[src/rtl/abb_pkg.sv]
package abb_pkg;

  // controller -> datapath commands
  typedef struct packed {
    logic load_wr;     // store incoming word
    logic init_clr;    // clear sums before initialization
    logic init_diag;   // accumulate diagonal term (read data valid)
    logic min_first;   // first row of a column minimum
    logic min_step;    // compare a row into the column minimum
    logic min_done;    // commit column minimum and add to bound
    logic try_add;     // add candidate cost / subtract column minimum
    logic try_undo;    // undo candidate
    logic take;        // mark candidate column taken, record it
    logic set_best;    // running cost becomes best
  } abb_cmd_t;

  typedef struct packed {
    logic prune_ok;    // running + remaining < best
  } abb_sts_t;

endpackage

[src/rtl/abb_ram.sv]
module abb_ram #(
  parameter int WIDTH = 16,
  parameter int DEPTH = 64
) (
  input  logic                     clk,
  input  logic                     wr_en,
  input  logic [$clog2(DEPTH)-1:0] wr_addr,
  input  logic [WIDTH-1:0]         wr_data,
  input  logic [$clog2(DEPTH)-1:0] rd_addr,
  output logic [WIDTH-1:0]         rd_data
);
  logic [WIDTH-1:0] mem [DEPTH];

  always_ff @(posedge clk) begin
    if (wr_en) begin
      mem[wr_addr] <= wr_data;
    end
    rd_data <= mem[rd_addr];
  end
endmodule

[src/rtl/abb_datapath.sv]
module abb_datapath #(
  parameter int MAX_SIZE  = 8,
  parameter int COST_BITS = 16,
  parameter int IDX_BITS  = (MAX_SIZE > 1) ? $clog2(MAX_SIZE) : 1,
  parameter int SUM_BITS  = COST_BITS + IDX_BITS + 2
) (
  input  logic                   clk,
  input  abb_pkg::abb_cmd_t      cmd,
  output abb_pkg::abb_sts_t      sts,
  input  logic [IDX_BITS-1:0]    wr_row,
  input  logic [IDX_BITS-1:0]    wr_col,
  input  logic [COST_BITS-1:0]   wr_cost,
  input  logic [IDX_BITS-1:0]    rd_row,
  input  logic [IDX_BITS-1:0]    rd_col,
  input  logic [IDX_BITS-1:0]    col,
  input  logic [IDX_BITS-1:0]    lvl,
  output logic [IDX_BITS-1:0]    chosen,
  output logic [SUM_BITS-1:0]    best
);
  import abb_pkg::*;

  localparam int ADDR_BITS = 2 * IDX_BITS;

  logic [COST_BITS-1:0] rd_data;
  logic [COST_BITS-1:0] col_min [MAX_SIZE];
  logic [COST_BITS-1:0] cur_min;
  logic [IDX_BITS-1:0]  chosen_col [MAX_SIZE];
  logic [SUM_BITS-1:0]  running;
  logic [SUM_BITS-1:0]  remaining;

  abb_ram #(.WIDTH(COST_BITS), .DEPTH(1 << ADDR_BITS)) u_cost (
    .clk    (clk),
    .wr_en  (cmd.load_wr),
    .wr_addr({wr_row, wr_col}),
    .wr_data(wr_cost),
    .rd_addr({rd_row, rd_col}),
    .rd_data(rd_data)
  );

  assign sts.prune_ok = (running + remaining) < best;
  assign chosen = chosen_col[lvl];

  always_ff @(posedge clk) begin
    if (cmd.init_clr) begin
      running   <= '0;
      remaining <= '0;
      best      <= '0;
    end
    if (cmd.init_diag) begin
      best <= best + SUM_BITS'(rd_data);
    end
    if (cmd.min_first) begin
      cur_min <= rd_data;
    end else if (cmd.min_step && rd_data < cur_min) begin
      cur_min <= rd_data;
    end
    if (cmd.min_done) begin
      col_min[col] <= cur_min;
      remaining    <= remaining + SUM_BITS'(cur_min);
    end
    if (cmd.try_add) begin
      running   <= running + SUM_BITS'(rd_data);
      remaining <= remaining - SUM_BITS'(col_min[col]);
    end
    if (cmd.try_undo) begin
      running   <= running - SUM_BITS'(rd_data);
      remaining <= remaining + SUM_BITS'(col_min[col]);
    end
    if (cmd.take) begin
      chosen_col[lvl] <= col;
    end
    if (cmd.set_best) begin
      best <= running;
    end
  end
endmodule

[src/rtl/abb_ctrl.sv]
module abb_ctrl #(
  parameter int MAX_SIZE = 8,
  parameter int IDX_BITS = (MAX_SIZE > 1) ? $clog2(MAX_SIZE) : 1
) (
  input  logic                clk,
  input  logic                rst,
  input  logic                in_go,
  input  logic [4:0]          size_n,
  input  abb_pkg::abb_sts_t   sts,
  input  logic [IDX_BITS-1:0] chosen,
  output abb_pkg::abb_cmd_t   cmd,
  output logic [IDX_BITS-1:0] rd_row,
  output logic [IDX_BITS-1:0] rd_col,
  output logic [IDX_BITS-1:0] col,
  output logic [IDX_BITS-1:0] lvl,
  output logic                busy,
  output logic                done
);
  import abb_pkg::*;

  typedef enum logic [3:0] {
    S_IDLE, S_CLR, S_DIAG, S_MIN, S_MINW, S_SCAN, S_RD, S_TEST,
    S_BACK, S_POP, S_UNDO, S_DONE
  } state_t;

  state_t               state;
  logic [IDX_BITS:0]    i;          // row counter for init
  logic [IDX_BITS:0]    j;          // column counter
  logic [IDX_BITS:0]    depth;      // current search row
  logic [MAX_SIZE-1:0]  taken;
  logic                 first;

  // j is current candidate column; its cost is at (depth, j)
  always_comb begin
    cmd = '0;
    rd_row = '0;
    rd_col = '0;
    col = j[IDX_BITS-1:0];
    lvl = depth[IDX_BITS-1:0];
    case (state)
      S_DIAG: begin
        rd_row = i[IDX_BITS-1:0];
        rd_col = i[IDX_BITS-1:0];
        cmd.init_diag = !first;
      end
      S_MIN: begin
        // read of row i issued; data of row i-1 compared
        rd_row = i[IDX_BITS-1:0];
        rd_col = j[IDX_BITS-1:0];
        cmd.min_first = (i == (IDX_BITS+1)'(1));
        cmd.min_step  = (i > (IDX_BITS+1)'(1));
      end
      S_MINW: begin
        cmd.min_done = 1'b1;
      end
      S_SCAN: begin
        rd_row = depth[IDX_BITS-1:0];
        rd_col = j[IDX_BITS-1:0];
        // parent level, for backing up
        lvl = depth[IDX_BITS-1:0] - 1'b1;
      end
      S_RD, S_POP: begin
        rd_row = depth[IDX_BITS-1:0];
        rd_col = j[IDX_BITS-1:0];
      end
      S_TEST: begin
        rd_row = depth[IDX_BITS-1:0];
        rd_col = j[IDX_BITS-1:0];
        cmd.try_add = 1'b1;
      end
      S_BACK: begin
        rd_row = depth[IDX_BITS-1:0];
        rd_col = j[IDX_BITS-1:0];
        cmd.take        = sts.prune_ok;
        cmd.set_best    = sts.prune_ok && (depth + 1'b1 == size_n[IDX_BITS:0]);
      end
      S_UNDO: begin
        rd_row = depth[IDX_BITS-1:0];
        rd_col = j[IDX_BITS-1:0];
        cmd.try_undo = 1'b1;
      end
      default: ;
    endcase
    cmd.init_clr = (state == S_CLR);
    cmd.load_wr = 1'b0;
  end

  assign busy = (state != S_IDLE);
  assign done = (state == S_DONE);

  always_ff @(posedge clk) begin
    if (rst) begin
      state <= S_IDLE;
      taken <= '0;
      i <= '0;
      j <= '0;
      depth <= '0;
      first <= 1'b0;
    end else begin
      case (state)
        S_IDLE: if (in_go) state <= S_CLR;
        S_CLR: begin
          taken <= '0;
          i <= '0;
          first <= 1'b1;
          state <= S_DIAG;
        end
        S_DIAG: begin
          // read of row i issued; data arrives next cycle
          first <= 1'b0;
          if (i == size_n[IDX_BITS:0]) begin
            i <= '0;
            j <= '0;
            state <= S_MIN;
          end else begin
            i <= i + 1'b1;
          end
        end
        S_MIN: begin
          if (i == size_n[IDX_BITS:0]) begin
            state <= S_MINW;
          end else begin
            i <= i + 1'b1;
          end
        end
        S_MINW: begin
          if (j + 1'b1 == size_n[IDX_BITS:0]) begin
            depth <= '0;
            j <= '0;
            state <= S_SCAN;
          end else begin
            j <= j + 1'b1;
            i <= '0;
            state <= S_MIN;
          end
        end
        S_SCAN: begin
          if (j == size_n[IDX_BITS:0]) begin
            // level exhausted: back up
            if (depth == 0) begin
              state <= S_DONE;
            end else begin
              depth <= depth - 1'b1;
              j <= {1'b0, chosen};
              state <= S_POP;
            end
          end else if (taken[j[IDX_BITS-1:0]]) begin
            j <= j + 1'b1;
          end else begin
            state <= S_RD;
          end
        end
        S_RD: state <= S_TEST;
        S_TEST: state <= S_BACK;
        S_BACK: begin
          if (sts.prune_ok && (depth + 1'b1 != size_n[IDX_BITS:0])) begin
            taken[j[IDX_BITS-1:0]] <= 1'b1;
            depth <= depth + 1'b1;
            j <= '0;
            state <= S_SCAN;
          end else begin
            state <= S_UNDO;
          end
        end
        // re-read the parent's cost before undoing it
        S_POP: state <= S_UNDO;
        S_UNDO: begin
          taken[j[IDX_BITS-1:0]] <= 1'b0;
          j <= j + 1'b1;
          state <= S_SCAN;
        end
        S_DONE: begin
          state <= S_IDLE;
        end
        default: state <= S_IDLE;
      endcase
    end
  end
endmodule

[src/rtl/assignment_branch_and_bound_core.sv]
// Loading: one word per cycle while in_stall is low. After the last word the search
// clears its sums, adds up the diagonal as the first bound and finds each column's
// minimum, then tries columns row by row, skipping taken ones and backing up when a
// level is exhausted; out_valid rises the cycle after the controller finishes.
// Throughput: one search at a time; in_stall is high from the last word until the
// result is taken. Reset (rst, synchronous): controller idle, matrix_size = 1.
module assignment_branch_and_bound_core #(
  parameter int MAX_SIZE  = 8,
  parameter int COST_BITS = 16
) (
  input  logic        clk,
  input  logic        rst,
  input  logic        cfg_we,
  input  logic [3:0]  cfg_wdata,
  input  logic        in_valid,
  output logic        in_stall,
  input  logic [2:0]  row,
  input  logic [2:0]  column,
  input  logic [15:0] cost,
  input  logic        last,
  output logic        out_valid,
  input  logic        out_stall,
  output logic [18:0] best_total
);
  import abb_pkg::*;

  localparam int IDX_BITS = (MAX_SIZE > 1) ? $clog2(MAX_SIZE) : 1;
  localparam int SUM_BITS = COST_BITS + IDX_BITS + 2;

  logic [3:0]          matrix_size;
  logic [4:0]          size_n;
  abb_cmd_t            cmd_c, cmd;
  abb_sts_t            sts;
  logic [IDX_BITS-1:0] rd_row, rd_col, col, lvl, chosen;
  logic [SUM_BITS-1:0] best;
  logic                busy, done, acc, in_range;

  always_comb begin
    if (matrix_size == 0) size_n = 5'd1;
    else if (32'(matrix_size) > MAX_SIZE) size_n = 5'(MAX_SIZE);
    else size_n = {1'b0, matrix_size};
  end

  assign in_stall = busy || out_valid;
  assign acc = in_valid && !in_stall;
  assign in_range = (32'(row) < MAX_SIZE) && (32'(column) < MAX_SIZE);

  always_comb begin
    cmd = cmd_c;
    cmd.load_wr = acc && in_range;
  end

  always_ff @(posedge clk) begin
    if (rst) begin
      matrix_size <= 4'd1;
      out_valid <= 1'b0;
    end else begin
      if (cfg_we) matrix_size <= cfg_wdata;
      if (done) out_valid <= 1'b1;
      else if (out_valid && !out_stall) out_valid <= 1'b0;
    end
  end

  always_ff @(posedge clk) begin
    if (done) best_total <= 19'(best);
  end

  abb_ctrl #(.MAX_SIZE(MAX_SIZE)) u_ctrl (
    .clk(clk), .rst(rst), .in_go(acc && last), .size_n(size_n), .sts(sts),
    .chosen(chosen), .cmd(cmd_c), .rd_row(rd_row), .rd_col(rd_col), .col(col),
    .lvl(lvl), .busy(busy), .done(done)
  );

  abb_datapath #(.MAX_SIZE(MAX_SIZE), .COST_BITS(COST_BITS)) u_dp (
    .clk(clk), .cmd(cmd), .sts(sts),
    .wr_row(IDX_BITS'(row)), .wr_col(IDX_BITS'(column)),
    .wr_cost(COST_BITS'(cost)), .rd_row(rd_row), .rd_col(rd_col), .col(col),
    .lvl(lvl), .chosen(chosen), .best(best)
  );
endmodule

[config.mk]
export PLATFORM = sky130hd
export DESIGN_NAME = assignment_branch_and_bound_core
export DESIGN_NICKNAME = d
export VERILOG_FILES = /design/src/rtl/abb_pkg.sv /design/src/rtl/abb_ram.sv /design/src/rtl/abb_datapath.sv /design/src/rtl/abb_ctrl.sv /design/src/rtl/assignment_branch_and_bound_core.sv
export SDC_FILE = /design/constraint.sdc
export NUM_CORES = 2
export LEC_CHECK = 0
export BUFFER_PORTS_ARGS = -buffer_cell sky130_fd_sc_hd__buf_2
export CAP_MARGIN = 20
export CORE_MARGIN = 2
export CORE_UTILIZATION = 40
export DETAILED_ROUTE_END_ITERATION = 16
export GPL_TIMING_DRIVEN = 0
export HOLD_SLACK_MARGIN = 0.06
export PLACE_DENSITY = 0.57
export SETUP_SLACK_MARGIN = 0.02
export SYNTH_ARGS = -nofsm -noshare
export SYNTH_HDL_FRONTEND = slang
export SYNTH_SLANG_ARGS = --single-unit
[constraint.sdc]
create_clock -name clk -period 8.5 [get_ports clk]
set_input_delay 0 -clock clk [delete_from_list [all_inputs] [get_ports clk]]
set_output_delay 0 -clock clk [all_outputs]
set_load 0.01 [all_outputs]
After elaboration in Yosys (flattened, before gate mapping)
Memory sizes are Yosys's and may differ from the RTL's. A register that Yosys moved wholly into a read port is not among the register bits.
Cells that the tools add are included.
{ "totals": {"register_bits": 128, "ramBits": 1176, "word_cells": 162, "n_memories": 3} }
{ "classes": {"muxes": 63, "n_addsub": 12, "n_reduce_logical": 33, "magnitude_cmp": 6, "n_eq_ne": 29, "n_bitwise": 3} }
{ "memory_table": {"columns": ["name", "words", "width", "rd", "rd_ports_with_merged_regs", "write_ports", "line_no", "rtl"], "rows": [
  ["u_dp.u_cost.mem", 64, 16, 1, 1, 1, "abb_ram.sv:12", "logic [WIDTH-1:0] mem [DEPTH];"],
  ["u_dp.col_min", 8, 16, 1, 1, 1, "abb_datapath.sv:25", "logic [COST_BITS-1:0] col_min [MAX_SIZE];"],
  ["u_dp.chosen_col", 8, 3, 1, 0, 1, "abb_datapath.sv:27", "logic [IDX_BITS-1:0] chosen_col [MAX_SIZE];"]
]} }
{ "ops": {"columns": ["operator", "n"], "rows": [
  ["21-bit two-way mux", 8],
  ["21-bit by 16-bit adder with 21-bit output", 4],
  ["4-bit two-way mux", 21],
  ["4-bit one-hot mux with 11 select lines", 1],
  ["21-bit by 16-bit subtractor with 21-bit output", 2],
  ["16-bit two-way mux", 2],
  ["8-bit one-hot mux with 3 select lines", 1],
  ["21-bit adder", 1],
  ["21-bit < comparator", 1],
  ["4-bit one-hot mux with 5 select lines", 1],
  ["4-bit by 3-bit equality test with 1-bit output, second input constant", 4],
  ["4-bit equality test", 4],
  ["4-bit equality test, second input constant", 4],
  ["16-bit < comparator", 1],
  ["4-bit one-hot mux with 4 select lines", 1],
  ["1-bit two-way mux", 14],
  ["4-bit by 1-bit adder with 4-bit output, second input constant", 3],
  ["4-bit zero test", 3],
  ["3-bit two-way mux", 4],
  ["2-bit by 1-bit != test with 1-bit output, second input constant", 6],
  ["3-bit one-hot mux with 2 select lines", 2],
  ["4-bit one-hot mux with 3 select lines", 1],
  ["3-bit nonzero test", 4],
  ["4-bit nonzero test", 3],
  ["33 further kinds", 50]
]} }

Logic depth before layout (Yosys ltp)
{ "logic_depth": {"ltp_word": 9, "mapped_depth": 21, "ltp_nobuf": 20} }

Modules after synthesis
From an unflattened synthesis, not the netlist that was laid out.
{ "hier_totals": {"hier_cells": 3718, "area_unflattened_um2": 59071.7} }
{ "by_module_without_submodules": {"columns": ["module", "area_each_um2", "seq_area_each_um2", "cells_each", "n_inst"], "rows": [
  ["abb_ram", 40042.2, 31069.8, 1829, 1],
  ["abb_datapath", 16022.9, 6936.7, 1549, 1],
  ["abb_ctrl", 2200.9, 500.5, 296, 1],
  ["assignment_branch_and_bound_core", 805.8, 670.6, 44, 1]
]} }

Worst setup path before layout
No wires, ideal clock.
{ "synth_timing": {"path_kind": "register to register", "start": "register u_dp.remaining[1]", "end": "register u_dp.best[0] (enable)", "setup_slack_ns": 3.431, "stages_incl_launch_ff": 17, "t_required_ns": 8.122, "arrival_ns": 4.691, "period_less_slack_ns": 5.069, "setup_time_ns": 0.378, "path_buffers": 0, "cell_sequence": "edfxtp_1 -> inv_1 -> fa_1 -> nor2b_1 -> o21ai_0 -> a21boi_0 -> nor4_1 -> o311ai_0 -> a41oi_1 -> o311ai_0 -> ha_1 -> a21o_1 -> a21o_1 -> a221oi_1 -> and3_1 -> nor2b_1 -> or3_1"} }
{ "synth_via": {"elab_chain_cells": 5} }
{ "synth_lines": {"columns": ["item", "line_no", "rtl"], "rows": [
  ["start, declared", "abb_datapath.sv:29", "logic [SUM_BITS-1:0] remaining;"],
  ["start signal, assigned", "abb_datapath.sv:59", "remaining <= remaining + SUM_BITS'(cur_min);"],
  ["start signal, assigned", "abb_datapath.sv:63", "remaining <= remaining - SUM_BITS'(col_min[col]);"],
  ["start signal, assigned", "abb_datapath.sv:67", "remaining <= remaining + SUM_BITS'(col_min[col]);"],
  ["21-bit adder", "abb_datapath.sv:40", "assign sts.prune_ok = (running + remaining) < best;"],
  ["21-bit < comparator", "abb_datapath.sv:40", null],
  ["1-bit logical AND", "abb_ctrl.sv:75", "cmd.set_best = sts.prune_ok && (depth + 1'b1 == size_n[IDX_BITS:0]);"],
  ["2-bit two-way mux", "abb_ctrl.sv:40", "case (state)"],
  ["3-bit nonzero test (no line)", null, null],
  ["end signal, assigned", "abb_datapath.sv:50", "best <= best + SUM_BITS'(rd_data);"],
  ["end signal, assigned", "abb_datapath.sv:73", "best <= running;"],
  ["end, declared", "abb_datapath.sv:18", "output logic [SUM_BITS-1:0] best"]
]} }
No other way between the ends.
A chain may end at the register's enable or synchronous reset.

Final worst setup path
{ "layout_timing": {"start": "register u_dp.remaining[1]", "end": "register u_dp.best[3], data pin"} }
{ "layout_via": {"elab_chain_cells": 5} }
{ "layout_lines": {"columns": ["item", "line_no", "rtl"], "rows": [
  ["21-bit adder", "abb_datapath.sv:40", null],
  ["21-bit < comparator", "abb_datapath.sv:40", null],
  ["1-bit logical AND", "abb_ctrl.sv:75", null],
  ["2-bit two-way mux", "abb_ctrl.sv:40", null],
  ["21-bit two-way mux", "abb_datapath.sv:72", "if (cmd.set_best) begin"]
]} }
No other way between the ends.

==> metrics.cfg <==
[sta]
slew_headroom_pct=10.0
fin_crit_sh_pct=90.7
worst_slew_pin_slew_ps=1350
setup_viol=0
fin_ws_ps=794
min_period_ps=7710
worst_hold_slack_ps=121
rsz0062_at_grt=no
drv_slew=0
fmax_mhz=130
skew_ps=37.8
setup-tns-final_ps=0
final-hold-violation-count=0

[logic_synthesis]
synth_xor_area_share_pct=0.881
ys_ff_latch=1323
syn-num-nets=4761
synth_largest_area_cell=edfxtp_1
synthArstFlopShare_pct=0
synth_top_family_by_area=compound AO/OA/AOI/OAI gates
ys_seq_area_share_pct=66.3
ys_top_cells_by_area=edfxtp_1 65%, nand2_1 4.9%, ha_1 3.4%
ys.flop_type=edfxtp_1
ys_warn_count=0
synth-compound-area-share_pct=11.3
syn_avg_cell_area_um2=13.0
synthDominantCellAreaShare_pct=64.6
yosysMostFrequentCell=edfxtp_1
syn-instance-count=4563
synth_area_um2=59200
synth-edff-count=1274
synth_fa_ha_area_share_pct=3.62
synthSimpleGateAreaFrac_pct=10.8
netlist_top_cells_count=1274 x edfxtp_1, 771 x nand2_1, 267 x a21oi_1
synth.mux.area_fraction_pct=4.40
synth.distinct_cells=93

[setup_path]
critPathKind=flop to flop
worstReg2RegEnd=u_dp.best[3]
ff2ff_path_depth=18
end_kind=flop
cp_slowest_stage_delay_ps=1100
crit_path_start=u_dp.remaining[1]
r2r-start=u_dp.remaining[1]
startpoint_type=flop
required_ps=9120
r2r_setup_slack_ps=790
path_cells=inv_1 -> fa_1 -> nor2b_1 -> o21ai_0 -> a21boi_0 -> nor4_1 -> o311ai_0 -> a41oi_1 -> o311ai_0 -> ha_1 -> a21o_1 -> a21o_1 -> a221oi_1 -> and3_1 -> nor2b_1 -> clkbuf_1 -> nand2_1 -> o21ai_0
crit_path_end=u_dp.best[3]
slowest_stage=a221oi_1
worst_ep_arrival_time_ps=8330
worstPathMaxFanout=10

[drt]
drt_wl_total_um=185000
drt_pass1_iterations=6
post-route-drc-count=0
wire_per_inst_um=26.7
vias=40283
ant_nets=0
vias_per_cell=5.82
first_iter_violations=4683

[finish]
seqCellArea_um2=39200
drive_gt1_share_pct=11.9
stdcell_area_um2=68100
post-route-util_pct=46.2
multiInputGateArea_um2=18500
area_delta_synth_final_pct=15.0
nets=5073
fillers=13042

[min_path]
hold_path.class=input pin to flop
hold_depth=3

[cts]
clk_transition_reported_paths_ps=60
cts_made_buffers=145
cts_max_level=4
clock_tree.buffer_depth=3
clkLatencyLatePin_ps=800
cts_tree=done
cts-resized-gates=0
cts_sinks=1323
cts_root_buf=clkbuf_16

[placed_design]
preCtsSetupSlack_ps=375
placedInstanceArea_um2=63100
hpwl_um=127000
finalWeightedCongestion=0.919
io_buffers=48

[job]
maxCapViolations=0

[power]
leakage_nw=23.9
irDropWorstVdd_uv=175
p_per_area_nw_per_um2=252

[floorplanning]
start_util_pct=40.2
pin_count=53
rows=141
core-area_um2=147000
die_w_um=389
dieArea_um2=151000
die_h_um=389

[outcome]
status=finished, final reports clean

[global_routing]
grt_pass1_wl_um=265000
globalRoute.totalOverflow=0
antenna_found_initial=11
first_global_vias=38547
grt_usage_pct=24.1
grt_max_degree=65

==> cells by family after synthesis <==
logic type      count (synthesis)
mux                           210
compound gates                957
simple gates                 1460
buf+inv                       388
fa+ha+maj                     167
flops                        1323
xor+xnor                       58
==> registers in the layout, indices dropped and copies added, names as in the netlist, named ones only <==
register,flops
u_dp.u_cost.mem,1024
u_dp.col_min,128
u_dp.chosen_col,24
u_dp.best,21
u_dp.remaining,21
u_dp.running,21
best_total,19
u_dp.cur_min,16
u_dp.u_cost.rd_data,16
u_ctrl.taken,8
matrix_size,4
u_ctrl.depth,4
u_ctrl.i,4
u_ctrl.j,4
u_ctrl.state,4
out_valid,1
u_ctrl.first,1
==> cell usage in the layout, fill, tap and decap left out, types with 38 or more instances in the layout <==
cell type,synthesis,final
nor2_2,1,50
clkbuf_16,0,146
a21oi_1,267,267
o21ai_0,103,102
and3_1,43,43
dlygate4sd3_1,0,38
ha_1,159,159
nor3_1,53,51
nand3_1,204,204
nand2_1,771,771
nor2_1,224,175
buf_2,84,122
a31oi_1,56,56
o22ai_1,56,56
edfxtp_1,1274,1274
clkbuf_1,132,163
mux2i_1,136,136
dfxtp_1,49,49
inv_1,131,131
==> worst min path at each step <==
stage,startpoint,end,slack [ps]
6_report,row[1],u_dp.u_cost.mem[27][14],120
5_1_grt,column[2],u_dp.u_cost.mem[54][14],160
4_1_cts,row[1],u_dp.u_cost.mem[27][14],80
3_5_place_dp,cfg_wdata[0],matrix_size[0],250
3_3_place_gp,cfg_wdata[0],matrix_size[0],230
2_1_floorplan,cost[0],u_dp.u_cost.mem[0][0],100
==> final cells by class <==
| cell class | count | share of cell area (%) |
|---|---|---|
| Clock inverter | 80 | 1.07 |
| Buffer | 255 | 1.66 |
| Antenna cell | 2 | 0.00735 |
| Inverter | 133 | 0.733 |
| Clock buffer | 180 | 5.60 |
| Tap cell | 1930 | 3.55 |
| Sequential cell | 1323 | 57.6 |
| Timing Repair Buffer | 165 | 2.61 |
| Multi-Input combinational cell | 2852 | 27.2 |
==> power by group <==
| part | total (mW) | switching, mW | internal, mW |
|---|---|---|---|
| Combinational | 3.38 | 2.12 | 1.26 |
| Clock | 6.08 | 2.68 | 3.40 |
| Sequential | 7.70 | 0.282 | 7.41 |
| Total | 17.2 | 5.08 | 12.1 |
==> metal layers <==
metal	GRT usage (%)	up-vias	wire length, um
li1	-	18030	-
met3	3.65	403	13300
met2	39.5	1793	87700
met5	0	-	24
met1	31.7	20053	75100
met4	10.7	4	8780
==> worst max-delay path, delay by kind of cell (launching register included) <==
kind | cells | cell delay [ps]
AOI/OAI and AO/OA | 9 | 3770
adders and majority gates | 2 | 830
buffers and inverters | 2 | 890
and+or+nand+nor | 5 | 1500
DFF | 1 | 550
==> metrics by stage <==
step	cells	power, mW
5_1_grt	6918	17.8
2_1_floorplan	4563	9.99
3_3_place_gp	6541	11.0
3_5_place_dp	6612	11.1
4_1_cts	6910	17.2
6_report	6920	17.2
==> repair_timing <==
item,in CTS,in global routing
buffers inserted,0,0
endpoints found under the hold margin,1055,0
hold buffers,38,0
No activity file was read; power rests on OpenSTA's default activity.
